<file path="config.mk">
export PLATFORM = sky130hd
export DESIGN_NAME = wav_stream_to_pcm16
export DESIGN_NICKNAME = d
export VERILOG_FILES = /design/src/sv/wsp_pkg.sv /design/src/sv/wav_stream_to_pcm16.sv /design/src/sv/wsp_parser.sv /design/src/sv/wsp_conv.sv /design/src/sv/wsp_out_fifo.sv
export SDC_FILE = /design/constraint.sdc
export NUM_CORES = 2
export LEC_CHECK = 0
export BUFFER_PORTS_ARGS = -buffer_cell sky130_fd_sc_hd__buf_2
export CAP_MARGIN = 0
export CORE_MARGIN = 2
export CORE_UTILIZATION = 40
export DETAILED_ROUTE_END_ITERATION = 16
export SLEW_MARGIN = 20
export SYNTH_ARGS = -nofsm -noshare
export SYNTH_HDL_FRONTEND = slang
export SYNTH_SLANG_ARGS = --single-unit
</file>
<file path="constraint.sdc">
create_clock -name clk -period 12.93 [get_ports clk]
set_input_delay 1.293 -clock clk [delete_from_list [all_inputs] [get_ports clk]]
set_output_delay 1.293 -clock clk [all_outputs]
set_load 0.03 [all_outputs]
</file>
<file path="src/sv/wsp_pkg.sv">
// wsp_pkg: shared types and constants for the wav stream to pcm16 block
// no dependencies; imported by every module of the block
package wsp_pkg;

  // riff chunk tags, little-endian byte order
  localparam logic [31:0] TAG_RIFF = 32'h4646_4952;
  localparam logic [31:0] TAG_WAVE = 32'h4556_4157;
  localparam logic [31:0] TAG_FMT  = 32'h2074_6D66;
  localparam logic [31:0] TAG_DATA = 32'h6174_6164;

  // format tags
  localparam logic [15:0] FMT_PCM        = 16'h0001;
  localparam logic [15:0] FMT_FLOAT      = 16'h0003;
  localparam logic [15:0] FMT_EXTENSIBLE = 16'hFFFE;

  localparam logic [31:0] MIN_FILE_BYTES = 32'd44;

  // status codes
  localparam logic [2:0] ST_OK      = 3'd0;
  localparam logic [2:0] ST_SHORT   = 3'd1;
  localparam logic [2:0] ST_TAGS    = 3'd2;
  localparam logic [2:0] ST_NO_DATA = 3'd3;
  localparam logic [2:0] ST_CHANS   = 3'd4;
  localparam logic [2:0] ST_FORMAT  = 3'd5;
  localparam logic [2:0] ST_BITS    = 3'd6;
  localparam logic [2:0] ST_ORDER   = 3'd7;

  // result queue
  localparam int FIFO_DEPTH = 8;
  localparam int PTR_W      = $clog2(FIFO_DEPTH);
  localparam int CNT_W      = $clog2(FIFO_DEPTH + 1);

  // what the parser hands on for one input beat
  typedef struct packed {
    logic        has_sample;
    logic [31:0] sample_raw;
    logic [2:0]  width;
    logic        is_float;
    logic        has_status;
    logic [2:0]  code;
    logic [31:0] rate;
    logic [15:0] chans;
  } parse_item_t;

  // one queue entry: a sample, a status, or both
  typedef struct packed {
    logic        valid;
    logic        has_sample;
    logic [15:0] pcm;
    logic        has_status;
    logic [2:0]  code;
    logic [31:0] rate;
    logic [15:0] chans;
  } result_entry_t;

endpackage

</file>
<file path="src/sv/wav_stream_to_pcm16.sv">
// wav_stream_to_pcm16: top level, parser, converter pipeline and result queue
// depends on wsp_pkg, wsp_parser, wsp_conv, wsp_out_fifo
//
//  channel | handshake           | payload
//  --------+---------------------+----------------------------------------------
//  in      | in_valid, in_stall  | data_byte, end_of_file
//  out     | out_valid, out_stall| pcm_sample, status_code, rate_hz,
//          |                     | channel_count, is_status
//
// one byte is taken per cycle while in_stall is low; its result is decoded by the parser
// combinationally, then passes the multiply stage, the round stage and the queue.
// the eof byte yields a sample beat (if one completes) then a status beat.
// in_stall rises when the queue plus the two pipeline stages would exceed
// the eight queue entries; reset (rst, synchronous) empties everything.
module wav_stream_to_pcm16 (
  input  logic               clk,
  input  logic               rst,
  input  logic               in_valid,
  output logic               in_stall,
  input  logic [7:0]         data_byte,
  input  logic               end_of_file,
  output logic               out_valid,
  input  logic               out_stall,
  output logic signed [15:0] pcm_sample,
  output logic [2:0]         status_code,
  output logic [31:0]        rate_hz,
  output logic [15:0]        channel_count,
  output logic               is_status
);
  import wsp_pkg::*;

  parse_item_t      item;
  result_entry_t    res, head;
  logic             stage_a_valid;
  logic [CNT_W-1:0] count;
  logic [CNT_W:0]   occupancy;
  logic             accept, out_beat, show_sample, pop, sent;

  // room check covers beats still in the pipeline
  assign occupancy = {1'b0, count} + (CNT_W + 1)'(stage_a_valid) + (CNT_W + 1)'(res.valid);
  assign in_stall  = occupancy >= (CNT_W + 1)'(FIFO_DEPTH);
  assign accept    = in_valid && !in_stall;

  wsp_parser u_parser (
    .clk         (clk),
    .rst         (rst),
    .accept      (accept),
    .data_byte   (data_byte),
    .end_of_file (end_of_file),
    .item        (item)
  );

  wsp_conv u_conv (
    .clk           (clk),
    .rst           (rst),
    .load          (accept),
    .item          (item),
    .stage_a_valid (stage_a_valid),
    .res           (res)
  );

  wsp_out_fifo u_fifo (
    .clk      (clk),
    .rst      (rst),
    .wr_entry (res),
    .pop      (pop),
    .head     (head),
    .count    (count)
  );

  // head entry: sample beat first, then status beat
  assign out_valid     = (count != '0);
  assign show_sample   = head.has_sample && !sent;
  assign out_beat      = out_valid && !out_stall;
  assign pop           = out_beat && (!show_sample || !head.has_status);
  assign pcm_sample    = show_sample ? head.pcm : 16'd0;
  assign status_code   = show_sample ? ST_OK : head.code;
  assign rate_hz       = show_sample ? 32'd0 : head.rate;
  assign channel_count = show_sample ? 16'd0 : head.chans;
  assign is_status     = !show_sample;

  always_ff @(posedge clk) begin
    if (rst) begin
      sent <= 1'b0;
    end else if (out_beat) begin
      sent <= !pop;
    end
  end

endmodule

</file>
<file path="src/sv/wsp_parser.sv">
// wsp_parser: riff/wave chunk walker, fmt field capture and sample assembly
// depends on wsp_pkg
module wsp_parser (
  input  logic                 clk,
  input  logic                 rst,
  input  logic                 accept,
  input  logic [7:0]           data_byte,
  input  logic                 end_of_file,
  output wsp_pkg::parse_item_t item
);
  import wsp_pkg::*;

  typedef enum logic [2:0] {
    PH_RIFF = 3'd0,
    PH_HEAD = 3'd1,
    PH_SKIP = 3'd2,
    PH_FMT  = 3'd3,
    PH_DATA = 3'd4,
    PH_PAD  = 3'd5
  } phase_t;

  phase_t      phase, phase_next, hp;
  logic [31:0] total_bytes, total_bytes_next;
  logic        tags_ok, tags_ok_next;
  logic [31:0] chunk_tag, chunk_tag_next;
  logic [31:0] chunk_length, chunk_length_next;
  logic [31:0] chunk_position, chunk_position_next;
  logic [15:0] format_tag, format_tag_next;
  logic [15:0] channels_seen, channels_seen_next;
  logic [15:0] bits_per_sample, bits_per_sample_next;
  logic [31:0] rate_seen, rate_seen_next;
  logic        fmt_done, fmt_done_next;
  logic        data_done, data_done_next;
  logic [31:0] sample_bytes, sample_bytes_next;
  logic [1:0]  sample_byte_index, sample_byte_index_next;
  logic        order_error, order_error_next;

  logic        do_head;
  logic [2:0]  w;
  logic [2:0]  w_end;
  logic [31:0] sb;
  logic [31:0] tag_n, len_n;
  logic [31:0] byte_wide;

  // bytes per sample of a supported format, else 0
  function automatic logic [2:0] width_of(input logic [15:0] ft, input logic [15:0] bps);
    logic [2:0] r;
    r = 3'd0;
    if (ft == FMT_FLOAT && bps == 16'd32) r = 3'd4;
    else if (ft == FMT_PCM) begin
      case (bps)
        16'd8:   r = 3'd1;
        16'd16:  r = 3'd2;
        16'd24:  r = 3'd3;
        16'd32:  r = 3'd4;
        default: r = 3'd0;
      endcase
    end
    return r;
  endfunction

  assign byte_wide = {24'd0, data_byte};
  assign w         = width_of(format_tag, bits_per_sample);

  // next state for one accepted beat
  always_comb begin
    phase_next             = phase;
    total_bytes_next       = (total_bytes == 32'hFFFF_FFFF) ? total_bytes : total_bytes + 32'd1;
    tags_ok_next           = tags_ok;
    chunk_tag_next         = chunk_tag;
    chunk_length_next      = chunk_length;
    chunk_position_next    = chunk_position;
    format_tag_next        = format_tag;
    channels_seen_next     = channels_seen;
    bits_per_sample_next   = bits_per_sample;
    rate_seen_next         = rate_seen;
    fmt_done_next          = fmt_done;
    data_done_next         = data_done;
    sample_bytes_next      = sample_bytes;
    sample_byte_index_next = sample_byte_index;
    order_error_next       = order_error;
    item                   = '0;
    do_head                = 1'b0;
    sb                     = '0;
    tag_n                  = '0;
    len_n                  = '0;
    hp                     = PH_SKIP;
    w_end                  = '0;

    unique case (phase)
      PH_RIFF: begin
        chunk_tag_next = {data_byte, chunk_tag[31:8]};
        if (chunk_position == 32'd3 && chunk_tag_next != TAG_RIFF) tags_ok_next = 1'b0;
        if (chunk_position == 32'd11 && chunk_tag_next != TAG_WAVE) tags_ok_next = 1'b0;
        chunk_position_next = chunk_position + 32'd1;
        if (chunk_position_next >= 32'd12) begin
          chunk_position_next = '0;
          chunk_tag_next      = '0;
          phase_next          = PH_HEAD;
        end
      end
      PH_SKIP, PH_FMT, PH_DATA: begin
        // fmt body fields
        if (phase == PH_FMT) begin
          if (chunk_position == 32'd0) format_tag_next = {8'd0, data_byte};
          else if (chunk_position == 32'd1) format_tag_next = {data_byte, format_tag[7:0]};
          else if (chunk_position == 32'd2) channels_seen_next = {8'd0, data_byte};
          else if (chunk_position == 32'd3) channels_seen_next = {data_byte, channels_seen[7:0]};
          else if (chunk_position == 32'd4) rate_seen_next = byte_wide;
          else if (chunk_position == 32'd5) rate_seen_next = rate_seen | (byte_wide << 8);
          else if (chunk_position == 32'd6) rate_seen_next = rate_seen | (byte_wide << 16);
          else if (chunk_position == 32'd7) rate_seen_next = rate_seen | (byte_wide << 24);
          else if (chunk_position == 32'd14) bits_per_sample_next = {8'd0, data_byte};
          else if (chunk_position == 32'd15)
            bits_per_sample_next = {data_byte, bits_per_sample[7:0]};
          else if (chunk_length >= 32'd40 && chunk_position == 32'd24)
            sample_bytes_next = byte_wide;
          else if (chunk_length >= 32'd40 && chunk_position == 32'd25 &&
                   format_tag == FMT_EXTENSIBLE)
            format_tag_next = {data_byte, sample_bytes[7:0]};
        end
        // sample assembly
        if (phase == PH_DATA && w != 3'd0) begin
          sb    = sample_bytes | (byte_wide << {sample_byte_index, 3'b000});
          w_end = {1'b0, sample_byte_index} + 3'd1;
          if (w_end == w) begin
            item.has_sample        = 1'b1;
            item.sample_raw        = sb;
            item.width             = w;
            item.is_float          = (format_tag == FMT_FLOAT);
            sample_bytes_next      = '0;
            sample_byte_index_next = '0;
          end else begin
            sample_bytes_next      = sb;
            sample_byte_index_next = sample_byte_index + 2'd1;
          end
        end
        chunk_position_next = chunk_position + 32'd1;
        if (chunk_position_next >= chunk_length) begin
          if (phase == PH_DATA) data_done_next = 1'b1;
          if (phase == PH_FMT) fmt_done_next = 1'b1;
          chunk_position_next = '0;
          phase_next          = chunk_length[0] ? PH_PAD : PH_HEAD;
        end
      end
      PH_PAD: begin
        chunk_position_next = '0;
        phase_next          = PH_HEAD;
      end
      PH_HEAD: begin
        do_head = 1'b1;
      end
      default: begin
        do_head = 1'b1;
      end
    endcase

    // chunk header: tag then length
    if (do_head) begin
      tag_n = (chunk_position == 32'd0) ? 32'd0 : chunk_tag;
      len_n = (chunk_position == 32'd0) ? 32'd0 : chunk_length;
      if (chunk_position < 32'd4) tag_n = tag_n | (byte_wide << {chunk_position[1:0], 3'b000});
      else len_n = len_n | (byte_wide << {chunk_position[1:0], 3'b000});
      chunk_tag_next    = tag_n;
      chunk_length_next = len_n;
      if (chunk_position < 32'd7) begin
        chunk_position_next = chunk_position + 32'd1;
      end else begin
        chunk_position_next = '0;
        if (tag_n == TAG_DATA) begin
          if (data_done || !fmt_done) begin
            order_error_next = 1'b1;
            hp               = PH_SKIP;
          end else begin
            hp                     = PH_DATA;
            sample_bytes_next      = '0;
            sample_byte_index_next = '0;
          end
        end else if (tag_n == TAG_FMT && len_n >= 32'd16 && !data_done) begin
          hp                = PH_FMT;
          sample_bytes_next = '0;
        end else begin
          hp = PH_SKIP;
        end
        phase_next = hp;
        // empty chunk ends at once
        if (len_n == 32'd0) begin
          if (hp == PH_DATA) data_done_next = 1'b1;
          if (hp == PH_FMT) fmt_done_next = 1'b1;
          phase_next = PH_HEAD;
        end
      end
    end

    // final status, then back to reset
    if (end_of_file) begin
      item.has_status = 1'b1;
      item.rate       = rate_seen_next;
      item.chans      = channels_seen_next;
      if (total_bytes_next < MIN_FILE_BYTES) item.code = ST_SHORT;
      else if (!tags_ok_next) item.code = ST_TAGS;
      else if (order_error_next) item.code = ST_ORDER;
      else if (!data_done_next) item.code = ST_NO_DATA;
      else if (channels_seen_next != 16'd1 && channels_seen_next != 16'd2) item.code = ST_CHANS;
      else if (format_tag_next != FMT_PCM && format_tag_next != FMT_FLOAT) item.code = ST_FORMAT;
      else if (width_of(format_tag_next, bits_per_sample_next) == 3'd0) item.code = ST_BITS;
      else item.code = ST_OK;
      phase_next             = PH_RIFF;
      total_bytes_next       = '0;
      tags_ok_next           = 1'b1;
      chunk_tag_next         = '0;
      chunk_length_next      = '0;
      chunk_position_next    = '0;
      format_tag_next        = '0;
      channels_seen_next     = '0;
      bits_per_sample_next   = '0;
      rate_seen_next         = '0;
      fmt_done_next          = 1'b0;
      data_done_next         = 1'b0;
      sample_bytes_next      = '0;
      sample_byte_index_next = '0;
      order_error_next       = 1'b0;
    end
  end

  // parser state
  always_ff @(posedge clk) begin
    if (rst) begin
      phase             <= PH_RIFF;
      total_bytes       <= '0;
      tags_ok           <= 1'b1;
      chunk_tag         <= '0;
      chunk_length      <= '0;
      chunk_position    <= '0;
      format_tag        <= '0;
      channels_seen     <= '0;
      bits_per_sample   <= '0;
      rate_seen         <= '0;
      fmt_done          <= 1'b0;
      data_done         <= 1'b0;
      sample_bytes      <= '0;
      sample_byte_index <= '0;
      order_error       <= 1'b0;
    end else if (accept) begin
      phase             <= phase_next;
      total_bytes       <= total_bytes_next;
      tags_ok           <= tags_ok_next;
      chunk_tag         <= chunk_tag_next;
      chunk_length      <= chunk_length_next;
      chunk_position    <= chunk_position_next;
      format_tag        <= format_tag_next;
      channels_seen     <= channels_seen_next;
      bits_per_sample   <= bits_per_sample_next;
      rate_seen         <= rate_seen_next;
      fmt_done          <= fmt_done_next;
      data_done         <= data_done_next;
      sample_bytes      <= sample_bytes_next;
      sample_byte_index <= sample_byte_index_next;
      order_error       <= order_error_next;
    end
  end

endmodule

</file>
<file path="src/sv/wsp_conv.sv">
// wsp_conv: two-stage sample converter, multiply stage then round and clamp stage
// depends on wsp_pkg
module wsp_conv (
  input  logic                   clk,
  input  logic                   rst,
  input  logic                   load,
  input  wsp_pkg::parse_item_t   item,
  output logic                   stage_a_valid,
  output wsp_pkg::result_entry_t res
);
  import wsp_pkg::*;

  // stage a registers
  logic              a_has_sample, a_has_status, a_float, a_sign, a_zero, a_inf;
  logic [2:0]        a_code;
  logic [31:0]       a_rate;
  logic [15:0]       a_chans;
  logic [15:0]       a_int_pcm;
  logic [38:0]       a_prod;
  logic signed [9:0] a_ex;

  logic [7:0]        e;
  logic [22:0]       m;
  logic [23:0]       mant;
  logic [15:0]       int_pcm;

  // integer forms and float fields
  always_comb begin
    e    = item.sample_raw[30:23];
    m    = item.sample_raw[22:0];
    mant = (e != 8'd0) ? {1'b1, m} : {1'b0, m};
    case (item.width)
      3'd1:    int_pcm = {~item.sample_raw[7], item.sample_raw[6:0], 8'd0};
      3'd2:    int_pcm = item.sample_raw[15:0];
      3'd3:    int_pcm = item.sample_raw[23:8];
      default: int_pcm = item.sample_raw[31:16];
    endcase
  end

  always_ff @(posedge clk) begin
    if (rst) begin
      stage_a_valid <= 1'b0;
    end else begin
      stage_a_valid <= load && (item.has_sample || item.has_status);
    end
    a_has_sample <= item.has_sample;
    a_has_status <= item.has_status;
    a_code       <= item.code;
    a_rate       <= item.rate;
    a_chans      <= item.chans;
    a_float      <= item.is_float;
    a_int_pcm    <= int_pcm;
    a_sign       <= item.sample_raw[31];
    a_zero       <= (e == 8'hFF && m != 23'd0) || (e == 8'd0 && m == 23'd0);
    a_inf        <= (e == 8'hFF && m == 23'd0);
    a_prod       <= 39'(mant) * 39'(15'd32767);
    a_ex         <= (e != 8'd0) ? ($signed({2'b00, e}) - 10'sd150) : -10'sd149;
  end

  // stage b: round product to 24 bits, scale, clamp, truncate
  logic [5:0]        plen;
  logic [3:0]        sh;
  logic [38:0]       mask, rem, half;
  logic [24:0]       q0, q, qs;
  logic              rnd;
  logic signed [9:0] exs, nsh;
  logic [45:0]       wide;
  logic [16:0]       t, tt;
  logic [15:0]       fpcm;

  always_comb begin
    plen = '0;
    for (int i = 0; i < 39; i++) begin
      if (a_prod[i]) plen = 6'(i + 1);
    end
    sh   = (plen > 6'd24) ? 4'(plen - 6'd24) : 4'd0;
    q0   = 25'(a_prod >> sh);
    mask = (39'd1 << sh) - 39'd1;
    rem  = a_prod & mask;
    half = (sh != 4'd0) ? (39'd1 << (sh - 4'd1)) : 39'd0;
    rnd  = (sh != 4'd0) && ((rem > half) || (rem == half && q0[0]));
    q    = q0 + {24'd0, rnd};
    exs  = a_ex + $signed({6'd0, sh});
    nsh  = -exs;
    wide = '0;
    qs   = '0;
    if (a_inf) begin
      t = 17'd65536;
    end else if (exs >= 10'sd0) begin
      if (exs > 10'sd20) begin
        t = 17'd65536;
      end else begin
        wide = 46'(q) << exs[4:0];
        t    = (wide > 46'd65536) ? 17'd65536 : wide[16:0];
      end
    end else if (nsh >= 10'sd25) begin
      t = 17'd0;
    end else begin
      // right shift can still leave a value far above full scale
      qs = q >> nsh[4:0];
      t  = (qs > 25'd65536) ? 17'd65536 : qs[16:0];
    end
    if (a_sign) begin
      tt   = (t > 17'd32768) ? 17'd32768 : t;
      fpcm = 16'(17'd0 - tt);
    end else begin
      tt   = (t > 17'd32767) ? 17'd32767 : t;
      fpcm = tt[15:0];
    end
    if (a_zero) fpcm = 16'd0;
  end

  always_ff @(posedge clk) begin
    if (rst) begin
      res.valid <= 1'b0;
    end else begin
      res.valid <= stage_a_valid;
    end
    res.has_sample <= a_has_sample;
    res.pcm        <= a_float ? fpcm : a_int_pcm;
    res.has_status <= a_has_status;
    res.code       <= a_code;
    res.rate       <= a_rate;
    res.chans      <= a_chans;
  end

endmodule

</file>
<file path="src/sv/wsp_out_fifo.sv">
// wsp_out_fifo: small result queue, one entry per beat that has results
// depends on wsp_pkg
module wsp_out_fifo (
  input  logic                          clk,
  input  logic                          rst,
  input  wsp_pkg::result_entry_t        wr_entry,
  input  logic                          pop,
  output wsp_pkg::result_entry_t        head,
  output logic [wsp_pkg::CNT_W-1:0]     count
);
  import wsp_pkg::*;

  result_entry_t entries [FIFO_DEPTH];
  logic [PTR_W-1:0] wr_ptr, rd_ptr;

  assign head = entries[rd_ptr];

  // pointers and occupancy
  always_ff @(posedge clk) begin
    if (rst) begin
      wr_ptr <= '0;
      rd_ptr <= '0;
      count  <= '0;
    end else begin
      if (wr_entry.valid) wr_ptr <= wr_ptr + PTR_W'(1);
      if (pop) rd_ptr <= rd_ptr + PTR_W'(1);
      count <= count + CNT_W'(wr_entry.valid) - CNT_W'(pop);
    end
  end

  // storage
  always_ff @(posedge clk) begin
    if (wr_entry.valid) entries[wr_ptr] <= wr_entry;
  end

endmodule

</file>
==> results.md <==
* Worst hold path class: flop to flop
* Top routing layer used: met5
* DRC Markers at 0
* Slowest CP cell: nor4_1
* DR iter-0 viols at 4849
* Worst slew pin tran at 1.19 ns
* Library cells used by synthesis at 119
* Pleak at 22.5 nW
* RSZ-0062 raised after global routing: false
* Number of CTS-inserted buffers at 103
* First-pass GRT wire length at 258000 microns
* DP Wirelength at 114000 microns
* Maximum VDD drop at 0.191 mV
* Final setup viols at 0
* Tot GR Track Use at 22.4%
* Max frequency at 85.6 MHz
* Seq/Total Area, Yosys at 45.2%
* # rows at 138
* YS warnings at 0
* Port Buffers at 82
* Adder-Cell Fraction of Synth Area at 10.2%
* # clock sinks at 1007
* Xor and xnor area share after synthesis at 2.05%
* Synth Cell Area at 56900 sq um
* Initial antenna violation count at 10
* Slowest stage delay, CP at 0.74 ns
* Post-synthesis async set-or-reset flop share at 0%
* GP Congestion at 0.941
* H-tree levels at 3
* CORE AREA at 141000 sq um
* M1 wire length at 75900 microns
* Hold_buf cts at 0
* CTS tree: done
* Root Driver: clkbuf_16
* Largest net degree at the start of global routing at 191
* Worst skew pair latency at 0.70 ns
* Multiplexer share of the synthesized area at 7.72%
* Compound-Gate Fraction of Synth Area at 15.7%
* Net count, final at 5779
* Die height at 381 microns
* PwrDens at 124 nW/um^2
* Crit path DAT at 12.24 ns
* Main combinational cell family by area after synthesis: compound AO/OA/AOI/OAI gates
* N_diodes at 0
* Via count at 43973
* Total power at 0.00777 W
* Io pins at 83
* Largest Register: u_fifo.entries
* Syn-to-layout area delta at 10.4%
* Fin crit share at 90.4%
* Crit end category: flop
* # placed instances at 7194
* Post-DRT Antenna Nets at 0
* Metal2 WL at 75500 microns
* Final hold violation count at 0
* Clk pin slew, worst setup/hold paths at 0.06 ns
* Max reg flops at 552
* Clock skew at 0.0533 ns
* Vias in the first global route at 42223
* Synth Flop Type: edfxtp_1
* Max-slew violations at 0
* Post-route non-filler standard cell count at 7390
* Total Wirelength at 167000 microns
* Startpoint Class: flop
* Slew margin rel. at 18.7%
* Die Span X at 381 microns
* Resized cells post-CTS at 0
* Vias per inst at 5.95
* Largest registers: u_fifo.entries x552, u_conv.res x70, u_conv.a_prod x39
* Most frequent cells in the layout: nor2_1 (688), edfxtp_1 (552), dfxtp_1 (452)
* EDFF count, synth at 552
* Syn Inst Count at 5460
* Synth Register Bits at 1007
* GRT Residual Overflow at 0
* Critical Path RT at 13.48 ns
* CTS Buffer Depth at 3
* Share of layout cells above drive strength 1 at 11.0%
* Max cap viols at 0
* Avg WL per Cell at 22.5 microns
* Status: finished, final reports clean
* Crit Path Category: flop to flop
* Worst-path fanout max at 34
* Drt first pass iters at 6
* Starting density of the core at 40.2%
* Mean post-synth cell area at 10.4 sq um
* Setup bufs post-CTS at 0
* Syn Nets at 5830
* Setup TNS at 0 ns
* Fin crit period at 11.69 ns
* Synth Area in Simple Gates at 14.8%
* Met3 wire length at 11600 microns
* Die area at 145000 sq um
* Most common cell after layout, fill and taps aside: nor2_1
* Most used cell, CP: inv_1
## stage by stage
step / setup WS, ns / utilization [%] / hold WS (ns) / instance area, sq um
global placement: 1.37 / 41.9 / 0.310 / 59300
finish: 1.24 / 44.4 / 0.322 / 62800
detailed placement: 1.36 / 41.9 / 0.313 / 59300
CTS: 1.34 / 44.4 / 0.325 / 62800
floorplan: 2.93 / - / 0.310 / 56900
global route: 0.382 / 44.4 / 0.327 / 62800
## logic make-up (layout without fill, tap and decap cells)
family | after synthesis | in the layout
and+or+nand+nor | 1764 | 1764
AOI/OAI and AO/OA | 1297 | 1297
DFF | 1007 | 1007
buffers and inverters | 643 | 683
adders and majority gates | 357 | 357
muxes | 258 | 258
xor gates and xnor gates | 133 | 133
other | 1 | 1
## cell type report
cell class                 count  area [sq um]
clock buffer                 137          2900
sequential                  1007         25700
clock inverter                59           658
timing repair buffer         184          1200
multi-input combinational   3810         28900
inverter                     303          1140
fill                       13262         78600
tap                         1890          2360
## power breakdown
group | switching, W | leakage, nW | internal, W
combinational | 0.000824 | 12.3 | 0.000463
sequential | 0.0000592 | 8.40 | 0.00337
clock | 0.00128 | 1.75 | 0.00177
## worst paths after layout
check                           slack (ns)  cells after the start                   endpoint                           startpoint
worst max register to register        1.24                     41  u_conv.a_prod[38]$_DFF_P_  u_parser.format_tag[0]$_SDFFE_PP0P_
worst min register to register        0.32                      0     u_conv.res[36]$_DFF_P_         u_conv.a_rate[20]$_SDFF_PN0_
worst min-delay path                  0.32                      0     u_conv.res[36]$_DFF_P_         u_conv.a_rate[20]$_SDFF_PN0_
worst max-delay path                  1.24                     41  u_conv.a_prod[38]$_DFF_P_  u_parser.format_tag[0]$_SDFFE_PP0P_
## per-layer routing
metal	global-route usage (%)	vias to the layer above
li1	-	20140
met1	32.6	21842
met2	35.0	1689
met3	3.57	292
met4	4.90	10
met5	0	-
## cell usage after synthesis, drive strengths merged, types with 102 or more instances
library cell | n | area, sq um
nor2 | 699 | 2640
dfxtp | 455 | 9110
a21oi | 298 | 1500
edfxtp | 552 | 16600
nand2 | 333 | 1260
mux4 | 144 | 3240
fa | 178 | 3560
a22oi | 193 | 1450
inv | 299 | 1120
ha | 179 | 2240
nand3 | 124 | 631
nor3 | 148 | 761
mux2i | 109 | 1090
xnor2 | 102 | 893
o21ai | 207 | 1040
clkbuf | 274 | 1030
## worst max-delay path: cells and delay by family, from the launching register on
| kind | cells | cell delay (ns) |
|---|---|---|
| AOI/OAI and AO/OA | 14 | 3.36 |
| adders and majority gates | 7 | 3.30 |
| and+or+nand+nor | 11 | 2.64 |
| buffers and inverters | 8 | 1.63 |
| DFF | 1 | 0.41 |
| xor gates and xnor gates | 1 | 0.22 |
No activity file was read; power rests on OpenSTA's default activity.
